$ cat src/assert_macros.svh
// ----------------------------------------------------------------------------
// Assertion macros
// Shared concurrent assertion forms, clocked on clk and held off in reset.
// ----------------------------------------------------------------------------
`ifndef ASSERT_MACROS_SVH
`define ASSERT_MACROS_SVH

// condition holds at every clock edge
`define ASSERT_HOLDS(label, cond) \
    label: assert property (@(posedge clk) disable iff (!rst_n) (cond)) \
        else $error("assertion failed");

// consequent holds in the same cycle as the antecedent
`define ASSERT_IMPLIES(label, ante, cons) \
    label: assert property (@(posedge clk) disable iff (!rst_n) (ante) |-> (cons)) \
        else $error("assertion failed");

// consequent holds in the cycle after the antecedent
`define ASSERT_NEXT(label, ante, cons) \
    label: assert property (@(posedge clk) disable iff (!rst_n) (ante) |=> (cons)) \
        else $error("assertion failed");

`endif

$ cat src/kcbf_pkg.sv
// ----------------------------------------------------------------------------
// kcbf_pkg
// Types, codes and defaults shared by the key colour box finder modules.
// ----------------------------------------------------------------------------
package kcbf_pkg;

    localparam int MAX_WIDTH_DEF  = 512;
    localparam int MAX_HEIGHT_DEF = 512;
    localparam int MAX_BOXES_DEF  = 64;

    localparam int S_TDATA_W = 24;
    localparam int M_TDATA_W = 80;
    localparam int CFG_IDX_W = 8;
    localparam int CFG_DAT_W = 10;

    localparam logic [CFG_IDX_W-1:0] REG_IMAGE_WIDTH  = 8'd0;
    localparam logic [CFG_IDX_W-1:0] REG_IMAGE_HEIGHT = 8'd1;
    localparam logic [CFG_DAT_W-1:0] DIM_RESET        = 10'd512;

    localparam logic [7:0] KEY_FULL  = 8'hff;
    localparam logic [7:0] KEY_EMPTY = 8'h00;

    localparam logic [1:0] CLASS_OTHER = 2'd0;
    localparam logic [1:0] CLASS_FRAME = 2'd1;
    localparam logic [1:0] CLASS_HOT   = 2'd2;

    localparam logic signed [9:0] HOT_NONE = -10'sd2;

    // store address source for a scan read
    typedef enum logic [2:0] {
        ADDR_CUR,
        ADDR_RIGHT,
        ADDR_DOWN,
        ADDR_PTR_R,
        ADDR_PTR_D
    } addr_sel_t;

    typedef struct packed {
        logic      load_wr;
        logic      scan_init;
        logic      rd_en;
        addr_sel_t rd_src;
        logic      rw_init;
        logic      rw_step;
        logic      rh_init;
        logic      rh_step;
        logic      box_push;
        logic      ovf_set;
        logic      fin_push;
        logic      adv;
    } kcbf_cmd_t;

    typedef struct packed {
        logic marked;
        logic hot;
        logic right_ok;
        logic down_ok;
        logic rw_more;
        logic rh_more;
        logic count_full;
        logic out_free;
        logic pend_valid;
        logic scan_done;
    } kcbf_stat_t;

    typedef struct packed {
        logic               last_box;
        logic               box_overflow;
        logic signed [9:0]  hotspot_y;
        logic signed [9:0]  hotspot_x;
        logic [8:0]         inner_height;
        logic [8:0]         inner_width;
        logic [8:0]         corner_y;
        logic [8:0]         corner_x;
        logic [15:0]        sprite_number;
        logic               box_found;
    } box_t;

endpackage

$ cat src/kcbf_ctrl.sv
// ----------------------------------------------------------------------------
// kcbf_ctrl
// Sequencer: pixel load, raster scan, run walks and result hand-off.
// ----------------------------------------------------------------------------
module kcbf_ctrl
(
    input  logic                clk,
    input  logic                rst_n,
    input  logic                s_axis_tvalid,
    input  logic                s_axis_tlast,
    output logic                s_axis_tready,
    output kcbf_pkg::kcbf_cmd_t cmd,
    input  kcbf_pkg::kcbf_stat_t stat
);
    import kcbf_pkg::*;

    typedef enum logic [3:0] {
        S_IDLE,
        S_RC,
        S_EC,
        S_ER,
        S_ED,
        S_RW,
        S_RH,
        S_EMIT,
        S_NEXT,
        S_FIN
    } state_t;

    state_t state_reg;
    state_t state_next;

    // hold state
    always_ff @(posedge clk or negedge rst_n)
    begin
        if (!rst_n)
        begin
            state_reg <= S_IDLE;
        end
        else
        begin
            state_reg <= state_next;
        end
    end

    assign s_axis_tready = (state_reg == S_IDLE);

    // decode commands and next state
    always_comb
    begin
        cmd        = '0;
        cmd.rd_src = ADDR_CUR;
        state_next = state_reg;
        unique case (state_reg)
            S_IDLE:
            begin
                if (s_axis_tvalid)
                begin
                    cmd.load_wr = 1'b1;
                    if (s_axis_tlast)
                    begin
                        cmd.scan_init = 1'b1;
                        state_next    = S_RC;
                    end
                end
            end
            S_RC:
            begin
                cmd.rd_en  = 1'b1;
                cmd.rd_src = ADDR_CUR;
                state_next = S_EC;
            end
            S_EC:
            begin
                if (stat.marked && stat.right_ok)
                begin
                    cmd.rd_en  = 1'b1;
                    cmd.rd_src = ADDR_RIGHT;
                    state_next = S_ER;
                end
                else
                begin
                    state_next = S_NEXT;
                end
            end
            S_ER:
            begin
                if (stat.marked && stat.down_ok)
                begin
                    cmd.rd_en  = 1'b1;
                    cmd.rd_src = ADDR_DOWN;
                    state_next = S_ED;
                end
                else
                begin
                    state_next = S_NEXT;
                end
            end
            S_ED:
            begin
                if (!stat.marked)
                begin
                    state_next = S_NEXT;
                end
                else if (stat.count_full)
                begin
                    cmd.ovf_set = 1'b1;
                    state_next  = S_FIN;
                end
                else
                begin
                    cmd.rw_init = 1'b1;
                    cmd.rd_en   = 1'b1;
                    cmd.rd_src  = ADDR_CUR;
                    state_next  = S_RW;
                end
            end
            S_RW:
            begin
                if (stat.marked)
                begin
                    cmd.rw_step = 1'b1;
                end
                if (stat.marked && stat.rw_more)
                begin
                    cmd.rd_en  = 1'b1;
                    cmd.rd_src = ADDR_PTR_R;
                end
                else
                begin
                    cmd.rh_init = 1'b1;
                    cmd.rd_en   = 1'b1;
                    cmd.rd_src  = ADDR_DOWN;
                    state_next  = S_RH;
                end
            end
            S_RH:
            begin
                if (stat.marked)
                begin
                    cmd.rh_step = 1'b1;
                end
                if (stat.marked && stat.rh_more)
                begin
                    cmd.rd_en  = 1'b1;
                    cmd.rd_src = ADDR_PTR_D;
                end
                else
                begin
                    state_next = S_EMIT;
                end
            end
            S_EMIT:
            begin
                if (!stat.pend_valid || stat.out_free)
                begin
                    cmd.box_push = 1'b1;
                    state_next   = S_NEXT;
                end
            end
            S_NEXT:
            begin
                if (stat.scan_done)
                begin
                    state_next = S_FIN;
                end
                else
                begin
                    cmd.adv    = 1'b1;
                    state_next = S_RC;
                end
            end
            S_FIN:
            begin
                if (stat.out_free)
                begin
                    cmd.fin_push = 1'b1;
                    state_next   = S_IDLE;
                end
            end
            default:
            begin
                state_next = S_IDLE;
            end
        endcase
    end

endmodule

$ cat config.mk
export PLATFORM = sky130hd
export DESIGN_NAME = kcbf_ctrl
export DESIGN_NICKNAME = d
export VERILOG_FILES = /design/src/assert_macros.svh /design/src/kcbf_pkg.sv /design/src/kcbf_ctrl.sv
export SDC_FILE = /design/constraint.sdc
export NUM_CORES = 1
export LEC_CHECK = 0
export BUFFER_PORTS_ARGS = -buffer_cell sky130_fd_sc_hd__buf_4
export CORE_MARGIN = 2
export CORE_UTILIZATION = 30
export CTS_CLUSTER_DIAMETER = 50
export DETAILED_ROUTE_END_ITERATION = 7
export SETUP_SLACK_MARGIN = 0.1
export SLEW_MARGIN = 25
export SYNTH_ARGS = -nofsm -noshare
export SYNTH_HDL_FRONTEND = slang
export SYNTH_SLANG_ARGS = --single-unit
$ cat constraint.sdc
create_clock -name clk -period 1.35 [get_ports clk]
set_input_delay 0.2025 -clock clk [delete_from_list [all_inputs] [get_ports clk]]
set_output_delay 0.2025 -clock clk [all_outputs]
set_load 0.02 [all_outputs]
==> metrics.csv <==
metric,value,unit
pins over their slew limit,0,
max_cap viols,0,
setup TNS,-5.54,ns
Gate power share,82.3,%
Lkg Pwr,0.672,nW
"Cell Chain, Critical Path",buf_4 > nor2b_4 > a21oi_2 > o311ai_2 > buf_4,
R2R setup slack,-0.29,ns
number of flip-flops in the largest register,4,
net load switching power,1.07,mW
Synthesized Nets,85,
Fin Clk Skew,0.00488,ns
"CP delay by family, top",flip-flops,
share of cells above drive strength 1,79.6,%
max incr delay on CP,0.47,ns
critical path data required time,1.15,ns
hpwl dp,1680,um
final hold vios,0,
Post-synth EDFFs,0,
Diodes inserted,0,
Critical-path top delay cell,dfrtp_2,
clock root buffer,clkbuf_4,
Layout area overhead,148,%
startpoint types,flip-flop,
fillers,134,
chip width,48.3,um
grt ovf,0,
Bufs and invs on worst path,2,
outcome,"complete, but fails checks",
Clock Path Buffers,2,
relative slew slack,80.4,%
H-tree depth,1,
Placer Congestion,0.834,
worst slew pin tran,0.292,ns
Peak VDD IR,1.38,mV
"Max FO, Critical Path",6,
Int Power,1.40,mW
vias,915,
placed cells,148,
ys flop type,dfrtp_1,
"Seq/Total Area, Yosys",17.0,%
endpoints failing setup,19,
post-synthesis async set-or-reset flop share,100,%
Post-Route WL,2970,um
"Clk pin slew, worst setup/hold paths",0.04,ns
DR vias/cell,5.41,
Synth Warn #,0,
Top Ports,29,
antenna violations before repair,0,
pin count of the biggest net entering global routing,8,
fmax,0.561,GHz
Tcrit/Tclk final,132,%
multi-input logic area,633,um^2
Die Height,48.3,um
post-synthesis cell type count,38,
kind of critical path,reg -> out,
Rows,16,
Final ANT Viol Nets,0,
Hold Path Class,in -> async,
DR WL/cell,17.6,um
Mapped Area,589,um^2
drt pass-1 iters,5,
core area,1900,um^2
Tot GR Track Use,25.1,%
initial DRC count,18,
first-pass GRT wire length,4570,um
final worst slack,-0.433,ns
starting density of the core,31.0,%
cell repeated most along the worst path,buf_4,
Mapped Cells,71,
CTS Buf Count,3,
final cell count without fillers,169,
"flops & latches, synth",4,
# nets final,158,
CP Capture Type,output pin,
FF/Latch Area,105,um^2
# DRC,0,
port buffer count,27,
failing checks,negative setup slack,
number of global-route vias before repair,991,
"Data arrival, critical path",1.58,ns
CTS sink cnt,4,
Worst-Skew Late Latency,0.25,ns
RSZ-0062 raised after global routing,yes,
Die ar.,2330,um^2
Tmin final,1.78,ns
Clock power frac,6.5,%
power density cells,1700,nW/um^2
Syn Area/Cell,8.30,um^2
sw frac,43.3,%
CTS tree,built,
Reg power frac,11.2,%
cells by family (layout without fill, tap and decap cells):
kind of cell           Yosys count  in the layout  share of synthesized area [%]
AOI/OAI and AO/OA               19             19                           27.8
buffers and inverters            8             79                           9.13
DFF                              4              4                           17.0
muxes                            1              1                           1.70
and+or+nand+nor                 39             39                           44.4
through the flow:
step           power, mW  setup WS (ns)  cell area [um^2]  util (%)  hold WS, ns
4_1_cts             2.21         -0.370              1370      71.9        0.300
5_1_grt             2.60         -0.469              1460      76.8        0.293
3_5_place_dp        1.59         -0.279              1060      55.7     0.000201
6_report            2.48         -0.433              1460      76.8        0.295
2_1_floorplan       1.03         -0.258               662         -      -0.0931
3_3_place_gp        1.57         -0.240              1060      55.7     -0.00148
synthesized netlist by cell type, types with 2 or more instances:
cell	number	area, um^2
and2_1	2	12.5
or2b_1	3	22.5
nor2_1	7	26.3
nor2b_1	4	25.0
nand2b_1	3	18.8
a21o_1	2	15.0
and4b_1	2	20.0
nor3_1	3	15.0
o21ai_0	2	10.0
a21oi_1	4	20.0
nand3_1	3	15.0
and3_1	3	18.8
dfrtp_1	4	100
inv_1	3	11.3
buf_6	2	22.5
nand2_1	2	7.51
power by group through the flow:
| stage | combinational, mW | sequential (mW) | clock [mW] |
|---|---|---|---|
| floorplan | 0.834 | 0.193 | 0 |
| global placement | 1.31 | 0.260 | 0 |
| detailed placement | 1.33 | 0.265 | 0 |
| CTS | 1.80 | 0.261 | 0.151 |
| global route | 2.15 | 0.277 | 0.170 |
| finish | 2.04 | 0.277 | 0.161 |
what timing repair did:
action	CTS	global route
setup endpoints to repair	19	19
endpoints found under the hold margin	4	0
resized for setup	46	15
pin swaps	14	5
hold buffers	1	0
buffers inserted	14	3
metal layers:
metal	wire length [um]	global-route usage, %	up-vias	share of wire (%)
met1	1130	27.7	444	38
li1	-	-	411	-
met2	1580	48.4	50	53
met5	0	0	-	0
met3	155	1.85	10	5.2
met4	107	11.4	0	3.6
cells in the final DEF, fill, tap and decap left out, types with 2 or more instances in the layout:
master | Yosys | final
o32ai_2 | 1 | 2
o21ai_0 | 2 | 2
a211oi_4 | 1 | 3
nand2_1 | 2 | 2
nor2b_1 | 4 | 2
a21oi_1 | 4 | 2
dfrtp_2 | 0 | 4
nor4_4 | 1 | 3
and4b_1 | 2 | 2
or2b_1 | 3 | 2
inv_2 | 0 | 2
buf_6 | 2 | 27
nor2b_4 | 0 | 2
nor2_4 | 0 | 3
nor2_2 | 0 | 2
clkbuf_4 | 1 | 3
a21o_1 | 2 | 2
nand3_4 | 0 | 2
buf_4 | 1 | 45
nand2b_4 | 0 | 2
and3_4 | 0 | 2
nor2_1 | 7 | 2
final timing paths:
path / startpoint / to / cells after the start
min in group clk: stat[2] / state_reg[3] / 3
setup reg to reg: state_reg[2] / state_reg[0] / 5
hold reg to reg: state_reg[0] / state_reg[0] / 3
setup / recovery: state_reg[0] / cmd[11] / 5
hold / removal: rst_n / state_reg[0] / 2
max in group asynchronous: rst_n / state_reg[3] / 2
final cells by class:
type | count | share of cell area, %
multi-input combinational | 59 | 43.3
timing repair buffer | 73 | 44.6
inverter | 3 | 1.03
sequential | 4 | 7.19
clock buffer | 3 | 1.54
tap | 27 | 2.31
Power figures use the tool's default switching activity.
